**src/rtl/neuron_mac_relu_defines.svh**
```systemverilog
// Assertion macros shared by the neuron MAC block.
// No dependencies; included by files that carry concurrent assertions.
`ifndef NEURON_MAC_RELU_DEFINES_SVH
`define NEURON_MAC_RELU_DEFINES_SVH

// Same-cycle implication, sampled on clk, off during reset.
`define NMR_ASSERT_NOW(lbl, ante, cons, msg) \
	lbl: assert property (@(posedge clk) disable iff (!arst_n) (ante) |-> (cons)) else $error(msg);

// Next-cycle implication, sampled on clk, off during reset.
`define NMR_ASSERT_NEXT(lbl, ante, cons, msg) \
	lbl: assert property (@(posedge clk) disable iff (!arst_n) (ante) |=> (cons)) else $error(msg);

`endif

```
**src/rtl/nmr_pkg.sv**
```systemverilog
// Shared types and constants for the neuron MAC / ReLU block.
// No dependencies.
package nmr_pkg;

	// supported range 1..64 (link_index is 6 bits wide)
	localparam int LINK_COUNT = 64;
	localparam int LINK_AW    = (LINK_COUNT > 1) ? $clog2(LINK_COUNT) : 1;

	localparam int VAL_W  = 16;
	localparam int PROD_W = 2 * VAL_W;
	localparam int SUM_W  = 48;
	localparam int FRAC_SHIFT = 12;

	// result queue, deep enough to hide the pipeline
	localparam int FIFO_DEPTH = 8;
	localparam int FIFO_AW    = $clog2(FIFO_DEPTH);
	localparam int FIFO_CW    = $clog2(FIFO_DEPTH + 1);

	typedef enum logic [1:0] {
		ACT_SAMPLE   = 2'd0,
		ACT_SET_W    = 2'd1,
		ACT_ADD_W    = 2'd2,
		ACT_ADD_BIAS = 2'd3
	} action_t;

endpackage

```
**src/rtl/neuron_mac_relu.sv**
```systemverilog
// Last samples pass the pipeline stages and the queue to m_axis. Throughput: one item per
// cycle unless stalled; one weight RAM read and one write per cycle, a one-entry forward
// covers a write to the link read just behind it. An 8-entry result queue absorbs output
// stalls; s_axis_tready drops once the queue plus results in flight reach 8.
// Reset clears weight valid bits (weights read as zero), bias, sum, mode, queue.
// Depends on nmr_pkg, nmr_ram and neuron_mac_relu_defines.svh.
`include "neuron_mac_relu_defines.svh"

module neuron_mac_relu (
	input  logic        clk,
	input  logic        arst_n,
	input  logic        cfg_we,
	input  logic        cfg_wdata,      // neuron_mode
	input  logic        s_axis_tvalid,
	output logic        s_axis_tready,
	input  logic [23:0] s_axis_tdata,   // action[1:0], link_index[7:2], value[23:8]
	input  logic        s_axis_tlast,   // last
	output logic        m_axis_tvalid,
	input  logic        m_axis_tready,
	output logic [95:0] m_axis_tdata    // preactivation[47:0], activation[95:48]
);

	localparam int OUT_W = 2 * nmr_pkg::SUM_W;

	function automatic logic signed [nmr_pkg::VAL_W-1:0] sat16(
		input logic signed [nmr_pkg::VAL_W:0] s);
		if (s[nmr_pkg::VAL_W] != s[nmr_pkg::VAL_W-1]) begin
			return s[nmr_pkg::VAL_W] ? {1'b1, {(nmr_pkg::VAL_W-1){1'b0}}}
			                         : {1'b0, {(nmr_pkg::VAL_W-1){1'b1}}};
		end
		return s[nmr_pkg::VAL_W-1:0];
	endfunction

	function automatic logic signed [nmr_pkg::SUM_W-1:0] sat48(
		input logic signed [nmr_pkg::SUM_W:0] s);
		if (s[nmr_pkg::SUM_W] != s[nmr_pkg::SUM_W-1]) begin
			return s[nmr_pkg::SUM_W] ? {1'b1, {(nmr_pkg::SUM_W-1){1'b0}}}
			                         : {1'b0, {(nmr_pkg::SUM_W-1){1'b1}}};
		end
		return s[nmr_pkg::SUM_W-1:0];
	endfunction

	// input unpack
	nmr_pkg::action_t                  in_act;
	logic [5:0]                        in_link;
	logic signed [nmr_pkg::VAL_W-1:0]  in_val;
	logic                              in_acc;
	logic                              in_rng;
	logic [nmr_pkg::LINK_AW-1:0]       in_addr;

	assign in_act  = nmr_pkg::action_t'(s_axis_tdata[1:0]);
	assign in_link = s_axis_tdata[7:2];
	assign in_val  = s_axis_tdata[23:8];
	assign in_acc  = s_axis_tvalid && s_axis_tready;
	assign in_rng  = int'(in_link) < nmr_pkg::LINK_COUNT;
	assign in_addr = in_link[nmr_pkg::LINK_AW-1:0];

	logic mode_q;
	logic [nmr_pkg::LINK_COUNT-1:0] wvalid_q;

	// stage 1: weight read data arrives
	logic                              vld_s1, rng_s1, last_s1, wvld_s1;
	nmr_pkg::action_t                  act_s1;
	logic [nmr_pkg::LINK_AW-1:0]       addr_s1;
	logic signed [nmr_pkg::VAL_W-1:0]  val_s1;
	logic signed [nmr_pkg::VAL_W-1:0]  ram_rdata;

	// stage 2: accumulate, plus last weight write for forwarding
	logic                              vld_s2, rng_s2, last_s2;
	nmr_pkg::action_t                  act_s2;
	logic signed [nmr_pkg::VAL_W-1:0]  val_s2;
	logic signed [nmr_pkg::PROD_W-1:0] prod_s2;
	logic                              fwd_vld_s2;
	logic [nmr_pkg::LINK_AW-1:0]       fwd_addr_s2;
	logic signed [nmr_pkg::VAL_W-1:0]  fwd_data_s2;

	// stage 3: bias add and activation
	logic                              res_s3;
	logic signed [nmr_pkg::SUM_W-1:0]  sum_s3;
	logic signed [nmr_pkg::VAL_W-1:0]  bias_s3;

	logic signed [nmr_pkg::SUM_W-1:0]  acc_q;
	logic signed [nmr_pkg::VAL_W-1:0]  bias_q;

	// stage 1 weight resolve and update
	logic signed [nmr_pkg::VAL_W-1:0]  w_s1;
	logic signed [nmr_pkg::VAL_W-1:0]  wnew_s1;
	logic                              wr_en_s1;

	always_comb begin
		if (fwd_vld_s2 && fwd_addr_s2 == addr_s1) begin
			w_s1 = fwd_data_s2;
		end else if (wvld_s1) begin
			w_s1 = ram_rdata;
		end else begin
			w_s1 = '0;
		end
		wr_en_s1 = vld_s1 && rng_s1 &&
		           (act_s1 == nmr_pkg::ACT_SET_W || act_s1 == nmr_pkg::ACT_ADD_W);
		if (act_s1 == nmr_pkg::ACT_SET_W) begin
			wnew_s1 = val_s1;
		end else begin
			wnew_s1 = sat16({w_s1[nmr_pkg::VAL_W-1], w_s1} +
			                {val_s1[nmr_pkg::VAL_W-1], val_s1});
		end
	end

	nmr_ram #(
		.WIDTH (nmr_pkg::VAL_W),
		.DEPTH (nmr_pkg::LINK_COUNT)
	) u_wram (
		.clk   (clk),
		.we    (wr_en_s1),
		.waddr (addr_s1),
		.wdata (wnew_s1),
		.raddr (in_addr),
		.rdata (ram_rdata)
	);

	// stage 2 accumulate
	logic signed [nmr_pkg::SUM_W-1:0] acc_next;
	logic                             mac_s2;

	assign mac_s2 = vld_s2 && act_s2 == nmr_pkg::ACT_SAMPLE;

	always_comb begin
		if (rng_s2) begin
			acc_next = sat48({acc_q[nmr_pkg::SUM_W-1], acc_q} +
			                 {{(nmr_pkg::SUM_W + 1 - nmr_pkg::PROD_W)
			                   {prod_s2[nmr_pkg::PROD_W-1]}}, prod_s2});
		end else begin
			acc_next = acc_q;
		end
	end

	// stage 3 bias and activation
	logic signed [nmr_pkg::SUM_W-1:0] pre_s3;
	logic signed [nmr_pkg::SUM_W-1:0] actv_s3;

	always_comb begin
		pre_s3 = sat48({sum_s3[nmr_pkg::SUM_W-1], sum_s3} +
		               {{(nmr_pkg::SUM_W + 1 - nmr_pkg::VAL_W - nmr_pkg::FRAC_SHIFT)
		                 {bias_s3[nmr_pkg::VAL_W-1]}}, bias_s3,
		                {nmr_pkg::FRAC_SHIFT{1'b0}}});
		if (!mode_q && pre_s3[nmr_pkg::SUM_W-1]) begin
			actv_s3 = '0;
		end else begin
			actv_s3 = pre_s3;
		end
	end

	// result queue
	logic [OUT_W-1:0]            fifo_q [nmr_pkg::FIFO_DEPTH];
	logic [nmr_pkg::FIFO_AW-1:0] wr_ptr_q, rd_ptr_q;
	logic [nmr_pkg::FIFO_CW-1:0] cnt_q;
	logic                        pop;
	logic                        res_s1, res_s2;
	logic [1:0]                  pend;
	logic [nmr_pkg::FIFO_CW:0]   room_use;

	assign pop      = m_axis_tvalid && m_axis_tready;
	assign res_s1   = vld_s1 && act_s1 == nmr_pkg::ACT_SAMPLE && last_s1;
	assign res_s2   = mac_s2 && last_s2;
	assign pend     = 2'(res_s1) + 2'(res_s2) + 2'(res_s3);
	assign room_use = (nmr_pkg::FIFO_CW + 1)'(cnt_q) + (nmr_pkg::FIFO_CW + 1)'(pend);

	assign s_axis_tready = int'(room_use) < nmr_pkg::FIFO_DEPTH;
	assign m_axis_tvalid = cnt_q != '0;
	assign m_axis_tdata  = fifo_q[rd_ptr_q];

	always_ff @(posedge clk) begin
		act_s1  <= in_act;
		addr_s1 <= in_addr;
		val_s1  <= in_val;
		last_s1 <= s_axis_tlast;
		rng_s1  <= in_rng;
		wvld_s1 <= wvalid_q[in_addr];

		act_s2  <= act_s1;
		val_s2  <= val_s1;
		last_s2 <= last_s1;
		rng_s2  <= rng_s1;
		prod_s2 <= (nmr_pkg::PROD_W)'(val_s1) * (nmr_pkg::PROD_W)'(w_s1);
		fwd_addr_s2 <= addr_s1;
		fwd_data_s2 <= wnew_s1;

		if (res_s2) begin
			sum_s3  <= acc_next;
			bias_s3 <= bias_q;
		end
		if (res_s3) begin
			fifo_q[wr_ptr_q] <= {actv_s3, pre_s3};
		end
	end

	always_ff @(posedge clk or negedge arst_n) begin
		if (!arst_n) begin
			mode_q     <= 1'b0;
			wvalid_q   <= '0;
			vld_s1     <= 1'b0;
			vld_s2     <= 1'b0;
			fwd_vld_s2 <= 1'b0;
			res_s3     <= 1'b0;
			acc_q      <= '0;
			bias_q     <= '0;
			wr_ptr_q   <= '0;
			rd_ptr_q   <= '0;
			cnt_q      <= '0;
		end else begin
			if (cfg_we) begin
				mode_q <= cfg_wdata;
			end
			if (wr_en_s1) begin
				wvalid_q[addr_s1] <= 1'b1;
			end
			vld_s1     <= in_acc;
			vld_s2     <= vld_s1;
			fwd_vld_s2 <= wr_en_s1;
			res_s3     <= res_s2;

			if (mac_s2) begin
				acc_q <= last_s2 ? '0 : acc_next;
			end
			if (vld_s2 && act_s2 == nmr_pkg::ACT_ADD_BIAS) begin
				bias_q <= sat16({bias_q[nmr_pkg::VAL_W-1], bias_q} +
				                {val_s2[nmr_pkg::VAL_W-1], val_s2});
			end

			if (res_s3) begin
				wr_ptr_q <= wr_ptr_q + 1'b1;
			end
			if (pop) begin
				rd_ptr_q <= rd_ptr_q + 1'b1;
			end
			if (res_s3 && !pop) begin
				cnt_q <= cnt_q + 1'b1;
			end else if (!res_s3 && pop) begin
				cnt_q <= cnt_q - 1'b1;
			end
		end
	end

	`NMR_ASSERT_NOW(a_fifo_no_overflow, res_s3 && !pop, int'(cnt_q) < nmr_pkg::FIFO_DEPTH, "result queue overflow")
	`NMR_ASSERT_NOW(a_acc_cleared, res_s3, acc_q == '0, "sum not cleared after last sample")
	`NMR_ASSERT_NEXT(a_fwd_tracks_write, wr_en_s1, fwd_vld_s2 && wvalid_q[fwd_addr_s2], "weight write not forwarded")
	`NMR_ASSERT_NOW(a_relu_nonneg, m_axis_tvalid && !mode_q, !m_axis_tdata[OUT_W-1], "ReLU output negative")

endmodule

```
**src/rtl/nmr_ram.sv**
```systemverilog
// Generic single-write, single-read RAM with registered read data.
// No dependencies.
module nmr_ram #(
	parameter int WIDTH = 16,
	parameter int DEPTH = 64,
	parameter int AW    = (DEPTH > 1) ? $clog2(DEPTH) : 1
) (
	input  logic             clk,
	input  logic             we,
	input  logic [AW-1:0]    waddr,
	input  logic [WIDTH-1:0] wdata,
	input  logic [AW-1:0]    raddr,
	output logic [WIDTH-1:0] rdata
);

	logic [WIDTH-1:0] mem_q [DEPTH];

	always_ff @(posedge clk) begin
		if (we) begin
			mem_q[waddr] <= wdata;
		end
		rdata <= mem_q[raddr];
	end

endmodule

```
**config.mk**
```make
export PLATFORM = sky130hd
export DESIGN_NAME = neuron_mac_relu
export DESIGN_NICKNAME = d
export VERILOG_FILES = /design/src/rtl/nmr_pkg.sv /design/src/rtl/neuron_mac_relu.sv /design/src/rtl/nmr_ram.sv
export VERILOG_INCLUDE_DIRS = /design/src /design/src/rtl
export SDC_FILE = /design/constraint.sdc
export NUM_CORES = 2
export LEC_CHECK = 0
export BUFFER_PORTS_ARGS = -buffer_cell sky130_fd_sc_hd__buf_2
export CORE_UTILIZATION = 50
export DETAILED_ROUTE_END_ITERATION = 6
export PLACE_DENSITY_LB_ADDON = 0.1
export SLEW_MARGIN = 20
export SYNTH_ARGS = -nofsm -noshare
export SYNTH_HDL_FRONTEND = slang
export SYNTH_SLANG_ARGS = --single-unit
```
**constraint.sdc**
```tcl
create_clock -name clk -period 8.1 [get_ports clk]
set_input_delay 1.62 -clock clk [delete_from_list [all_inputs] [get_ports clk]]
set_output_delay 1.62 -clock clk [all_outputs]
set_load 0.005 [all_outputs]
```
### Yosys cells after proc, flatten, opt, wreduce, memory -nomap -nowiden

Memory sizes are Yosys's and may differ from the RTL's. A register that Yosys moved wholly into a read port is not among the register bits.
Cells that the tools add are included.

| word-level totals | value |
|---|---|
| memories kept | 2 |
| output and inout port bits | 98 |
| input port bits | 31 |
| RAM bits | 1792 |
| flip-flop bits (word level) | 306 |
| word-level logic and storage cells | 105 |

Memories:

| memory | depth | width | rd ports | clocked after Yosys merged registers in | write ports | line | source |
|---|---|---|---|---|---|---|---|
| u_wram.mem_q | 64 | 16 | 1 | 1 | 1 | nmr_ram.sv:16 | `logic [WIDTH-1:0] mem_q [DEPTH];` |
| fifo_q | 8 | 96 | 1 | 0 | 1 | neuron_mac_relu.sv:153 | `logic [OUT_W-1:0] fifo_q [nmr_pkg::FIFO_DEPTH];` |

| cells by class | value |
|---|---|
| multipliers | 1 |
| add/subtract/negate cells | 11 |
| magnitude comparators | 4 |
| multiplexer cells | 33 |
| reductions and logical operators | 21 |
| equal/unequal tests | 8 |
| bitwise operators | 1 |

Operators by type and width:

| operator | number |
|---|---|
| two-way mux 48 bit | 8 |
| two-way mux 16 bit | 9 |
| OR 64 bit | 1 |
| adder 48 x 28 -> 49 bit | 1 |
| adder 48 x 32 -> 49 bit | 1 |
| adder 16 x 16 -> 17 bit | 2 |
| multiplier 16 x 16 -> 32 bit | 1 |
| < comparator 6 x 7 -> 1 bit, second input constant | 2 |
| logical AND 1 bit | 13 |
| two-way mux 1 bit | 12 |
| two-way mux 4 bit | 2 |
| adder 3 x 1 -> 3 bit, second input constant | 2 |
| binary-select mux 1 bit (select 6 bit) | 1 |
| demux 1 bit (select 6 bit) | 1 |
| == test 6 bit | 1 |
| greater-or-equal comparator 6 x 1 -> 1 bit, second input constant | 1 |
| adder 4 x 2 -> 5 bit | 1 |
| < comparator 5 x 4 -> 1 bit, second input constant | 1 |
| adder 4 x 1 -> 4 bit, second input constant | 1 |
| == test 2 bit, second input constant | 2 |
| zero test 2 bit | 2 |
| != test 1 bit | 4 |
| nonzero test 4 bit | 1 |
| subtractor 4 x 1 -> 4 bit, second input constant | 1 |
| other kinds (6) | 8 |

### Logic depth before layout (Yosys ltp)

| depth | value |
|---|---|
| depth after elaboration | 9 |
| gate-level depth with buffers | 33 |
| depth with buffers taken out | 29 |

### Modules after synthesis

From an unflattened synthesis, not the netlist that was laid out.

| unflattened totals | value |
|---|---|
| cells, all modules | 5859 |
| area total of the unflattened synthesis | 95925.8 µm² |

By module, submodules not included:

| module | times used | cells each | area an instance (µm²) | sequential area each (µm²) |
|---|---|---|---|---|
| neuron_mac_relu | 1 | 4030 | 55883.6 | 30544.3 |
| nmr_ram | 1 | 1829 | 40042.2 | 31069.8 |

### Least setup slack after synthesis

OpenSTA, ideal clock, no wires.

| path | value |
|---|---|
| path type | register -> register |
| start point | register addr_s1[4] (netlist bit) |
| end point | memory u_wram.mem_q[0][7] (data pin) |
| arrival | 7.142 ns |
| data required time | 7.351 ns |
| setup slack | 0.209 ns |
| clock period less this slack | 7.891 ns |
| cell stages (with the launch flop) | 21 |
| cell sequence | dfxtp_1 -> clkbuf_1 -> xnor2_1 -> nand4_1 -> nor4_1 -> clkbuf_1 -> nand2_1 -> o21ai_0 -> clkbuf_1 -> ha_1 -> a21o_1 -> a21oi_1 -> a211oi_1 -> nor3_1 -> a22o_1 -> o21ai_0 -> a311o_1 -> xor2_1 -> clkbuf_1 -> and3b_1 -> a221oi_1 |

| on the way | value |
|---|---|
| cells in the longest elaborated chain, start to end | 9 |
| elaborated cells between the ends (all ways) | 11 |
| classes of those cells | add/sub: 1; eq/ne: 2; mux: 7; reduce/logical: 1 |

RTL lines:

| element | line | source |
|---|---|---|
| start: declaration | neuron_mac_relu.sv:64 | `logic [nmr_pkg::LINK_AW-1:0] addr_s1;` |
| start signal: assignment | neuron_mac_relu.sv:173 | `addr_s1 <= in_addr;` |
| == test 6 bit (*) | neuron_mac_relu.sv:91 | `if (fwd_vld_s2 && fwd_addr_s2 == addr_s1) begin` |
| logical AND 1 bit (*) | neuron_mac_relu.sv:91 |  |
| two-way mux 16 bit (*) | neuron_mac_relu.sv:91 |  |
| adder 16 x 16 -> 17 bit (*) | neuron_mac_relu.sv:103 | `wnew_s1 = sat16({w_s1[nmr_pkg::VAL_W-1], w_s1} +` |
| != test 1 bit | neuron_mac_relu.sv:27 | `if (s[nmr_pkg::VAL_W] != s[nmr_pkg::VAL_W-1]) begin` |
| two-way mux 1 bit | neuron_mac_relu.sv:27 |  |
| two-way mux 1 bit | neuron_mac_relu.sv:100 | `if (act_s1 == nmr_pkg::ACT_SET_W) begin` |
| two-way mux 16 bit (*) | neuron_mac_relu.sv:31 | `return s[nmr_pkg::VAL_W-1:0];` |
| two-way mux 16 bit (*) | neuron_mac_relu.sv:100 |  |
| via u_wram.wdata[7] | nmr_ram.sv:11 | `input logic [WIDTH-1:0] wdata,` |
| end: declaration | nmr_ram.sv:16 |  |

Mark *: on every way through the listed nets, which the timed path passes. The rest lies on a longest branch. The select of a mux whose other input is x is not followed.

### Worst setup path after layout

| path | value |
|---|---|
| start point | register addr_s1[4] (netlist bit) |
| end point | register prod_s2[30] (netlist bit) |

| on the way | value |
|---|---|
| cells in the longest elaborated chain, start to end | 4 |

RTL lines:

| element | line | source |
|---|---|---|
| == test 6 bit | neuron_mac_relu.sv:91 |  |
| logical AND 1 bit | neuron_mac_relu.sv:91 |  |
| two-way mux 16 bit | neuron_mac_relu.sv:91 |  |
| multiplier 16 x 16 -> 32 bit | neuron_mac_relu.sv:183 | `prod_s2 <= (nmr_pkg::PROD_W)'(val_s1) * (nmr_pkg::PROD_W)'(w_s1);` |
| end signal: assignment | neuron_mac_relu.sv:183 |  |
| end: declaration | neuron_mac_relu.sv:72 | `logic signed [nmr_pkg::PROD_W-1:0] prod_s2;` |

No other way between the ends.
A chain may end at the register's enable or synchronous reset.

==> results.cfg <==
[logic_synthesis]
post_synth_main_area_contributors = sky130_fd_sc_hd__edfxtp_1, sky130_fd_sc_hd__mux4_2, sky130_fd_sc_hd__fa_1
leading_register_cell_type_out_of_synthesis = sky130_fd_sc_hd__edfxtp_1
portion_of_synthesized_cell_area_occupied_by_the_leading_cell_type_pct = 58.6
synth.net_count = 5983
synth.avg_cell_area_um2 = 17.4
synth_cells = 5477
synthDominantAreaCellType = sky130_fd_sc_hd__edfxtp_1
most_common_cell_in_the_netlist = sky130_fd_sc_hd__edfxtp_1
synth_top_cells_by_count = sky130_fd_sc_hd__edfxtp_1, sky130_fd_sc_hd__mux4_2, sky130_fd_sc_hd__inv_1
synth.cell_area_um2 = 95100
number_of_flops_mapped_to_enable_cells_by_yosys = 1856
synth_seq_cells = 2114
synth-async-reset-ratio_pct = 6.76
ys_warn_count = 0
synth_sequential_area_ratio_pct = 64.8
post_synth_num_cell_types = 81

[sta]
fmax_ghz = 0.134
final_min_period_over_clock_period_pct = 91.9
hold_viol_final = 0
slew_viol_final = 0
worst_pin_slew_ns = 1.18
setup-tns-final_ns = 0
slew_headroom_pct = 21.3
final_setup_violating_endpoints = 0
finClkSkew_ns = 0.0412
rsz0062_at_grt = false
layout_min_cycle_time_ns = 7.44

[setup_path]
largest_stage_delay_on_the_critical_path_ns = 0.57
cp_common_cell = sky130_fd_sc_hd__fa_1
reg2regPathDepth = 27
rr_endpoint = prod_s2[30]
timing.reg2reg.setup_slack_ns = 0.66
slowest_stage = sky130_fd_sc_hd__fa_1
endpoint_kind = register
timing.critical_path.fanout_max = 32
worst_ep_arrival_time_ns = 8.19
regToRegStartpoint = addr_s1[4]
worst-path-buf-inv = 5
worst_path_dominant_cell_family = adder cells
start_kind = register
critPathKind = register to register
crit_required_ns = 8.85
cp-startpoint = addr_s1[4]

[clock_tree]
tritoncts = built
clk_pin_slew_worst_paths_ns = 0.06
clk_root_buffer_cell = sky130_fd_sc_hd__clkbuf_16
clock_insertion_delay_worst_skew_ns = 0.86
cts.sinks = 2114
ctsLongestPathBuffers = 3
htree_levels = 4
cts_made_buffers = 211

[die]
dieArea_um2 = 192000
die_width_um = 438
cell_row_count = 159
pin_count = 129
start_util_pct = 50.5
core_area_um2 = 188000
die_span_in_y_um = 438

[placement]
hpwlAfterDp_mm = 145
dpl_cell_area_um2 = 99400
routabilityCongestion = 0.853
place.port_buffers = 128

[power_and_ir_drop]
irDropWorstVdd_v = 0.000325
power_density_nw_per_um2 = 302
p_leak_nw = 38.0

[routing]
route.detailed.wl_per_inst_um = 27.6
vias_per_cell = 5.89
detail_route.first_pass.iterations = 7
drc_marker_count_from_the_first_detailed_route_iteration = 4091
drcViolationCount = 34
dr_total_vias = 49481
drt_wl_total_mm = 232
ant_nets = 0

[hold_path]
hold_end = act_s2[1]
whs_path_depth = 0
hold_path.startpoint = act_s1[1]
worstHoldPathType = register to register

[job]
timing.max_cap.violations = 0

[cells_and_area]
areaGrowthSynthToFinish_pct = 11.8
fillCellCount = 14535
final_layout_size_suffix_gt1_share_pct = 23.0
design.final.nets = 6232
final_cell_area_um2 = 106000

[grt]
grt_overflow = 0
grt_antenna_before_repair = 7
grt_max_degree = 123
global_route_wire_length_before_repair_mm = 343
grt_pass1_vias = 50821
globalRouteTotalUtil_pct = 24.5

[run_status]
failed_checks = DRC
run_status = finished, violations left
==> report_power, final <==
group | internal, mW | switching [mW]
clock | 5.35 | 4.17
combinational | 3.61 | 5.26
sequential | 13.2 | 0.418
total | 22.2 | 9.85
==> cell type report <==
class	instances	area, um2	area share, %
multi-input cells	2757	31400	29.5
inverters	357	1340	1.26
flip-flops and latches	2114	61600	58.0
well taps	2495	3120	2.94
clock buffers	272	5570	5.24
clock inverters	122	1190	1.12
repair buffers	285	2000	1.89
diodes	2	5.00	0.00471
==> cells in the final DEF (no fill, tap or decap), types with 31 or more instances in the layout <==
| master | count |
|---|---|
| sky130_fd_sc_hd__edfxtp_1 | 1856 |
| sky130_fd_sc_hd__or2_2 | 67 |
| sky130_fd_sc_hd__nand3_1 | 36 |
| sky130_fd_sc_hd__mux2_2 | 101 |
| sky130_fd_sc_hd__dfxtp_1 | 115 |
| sky130_fd_sc_hd__xor2_1 | 49 |
| sky130_fd_sc_hd__clkinv_1 | 44 |
| sky130_fd_sc_hd__o21ai_0 | 133 |
| sky130_fd_sc_hd__mux4_2 | 549 |
| sky130_fd_sc_hd__clkbuf_16 | 211 |
| sky130_fd_sc_hd__inv_1 | 356 |
| sky130_fd_sc_hd__and2_1 | 96 |
| sky130_fd_sc_hd__o221ai_1 | 37 |
| sky130_fd_sc_hd__nor2_1 | 179 |
| sky130_fd_sc_hd__maj3_1 | 36 |
| sky130_fd_sc_hd__a21oi_1 | 123 |
| sky130_fd_sc_hd__buf_2 | 123 |
| sky130_fd_sc_hd__nand2_1 | 323 |
| sky130_fd_sc_hd__dfrtp_1 | 140 |
| sky130_fd_sc_hd__o21a_1 | 60 |
| sky130_fd_sc_hd__clkinv_2 | 39 |
| sky130_fd_sc_hd__a21o_1 | 73 |
| sky130_fd_sc_hd__xnor2_1 | 94 |
| sky130_fd_sc_hd__nor2b_1 | 31 |
| sky130_fd_sc_hd__ha_1 | 206 |
| sky130_fd_sc_hd__clkbuf_1 | 55 |
| sky130_fd_sc_hd__fa_1 | 268 |
| sky130_fd_sc_hd__buf_4 | 146 |
==> how the worst max path moves through the flow <==
stage	end	depth (start not counted)	slack [ns]
final	prod_s2[30]	27	0.66
after global routing	prod_s2[30]	31	0.06
after CTS	prod_s2[30]	26	0.42
after detailed placement	prod_s2[30]	26	0.47
after global placement	prod_s2[30]	26	0.62
after floorplan	u_wram.mem_q[0][7]	20	0.21
==> metal layers <==
| layer | GRT usage, % | wire [um] | vias to the layer above |
|---|---|---|---|
| met5 | 0 | 43 | - |
| met3 | 3.76 | 12800 | 299 |
| met2 | 40.6 | 114000 | 1371 |
| met4 | 6.81 | 6180 | 8 |
| met1 | 34.0 | 98300 | 26301 |
| li1 | - | - | 21502 |
==> sequential cells by signal, summed over array words and instances (netlist names), 2 cells and up <==
register / flops
acc_q: 48
u_wram.mem_q: 1024
sum_s3: 48
fwd_addr_s2: 6
prod_s2: 32
val_s1: 16
bias_q: 16
bias_s3: 16
act_s1: 2
wvalid_q: 64
fwd_data_s2: 16
wr_ptr_q: 3
u_wram.rdata: 16
act_s2: 2
cnt_q: 4
val_s2: 16
addr_s1: 6
fifo_q: 768
rd_ptr_q: 3
==> stage by stage <==
stage / std cells / power [mW] / hold slack [ns] / utilization, % / setup slack, ns
after floorplan: 5477 / 19.8 / 0.329 / - / 0.209
after global placement: 8007 / 22.7 / 0.378 / 52.8 / 0.617
after detailed placement: 8007 / 22.8 / 0.380 / 52.8 / 0.469
after CTS: 8401 / 32.3 / 0.366 / 56.4 / 0.416
after global routing: 8402 / 33.5 / 0.360 / 56.4 / 0.0581
final: 8404 / 32.0 / 0.363 / 56.4 / 0.656
==> timing repair <==
action | in CTS | in global routing
endpoints found under the setup margin | 0 | 2
hold buffers | 0 | 0
setup buffers | 0 | 0
resized for setup | 0 | 3
==> logic make-up (layout without fill, tap and decap cells) <==
kind of cell	Yosys count	after routing	synth area share (%)
AND/OR/NAND/NOR	854	854	4.26
other	0	2	0
buffers and inverters	606	1036	2.48
AO/OA/AOI/OAI	596	596	4.15
XOR/XNOR	144	144	1.33
adder cells (fa/ha/maj)	511	511	8.75
multiplexers	652	652	14.2
flip-flops	2114	2114	64.8
Power figures use the tool's default switching activity.
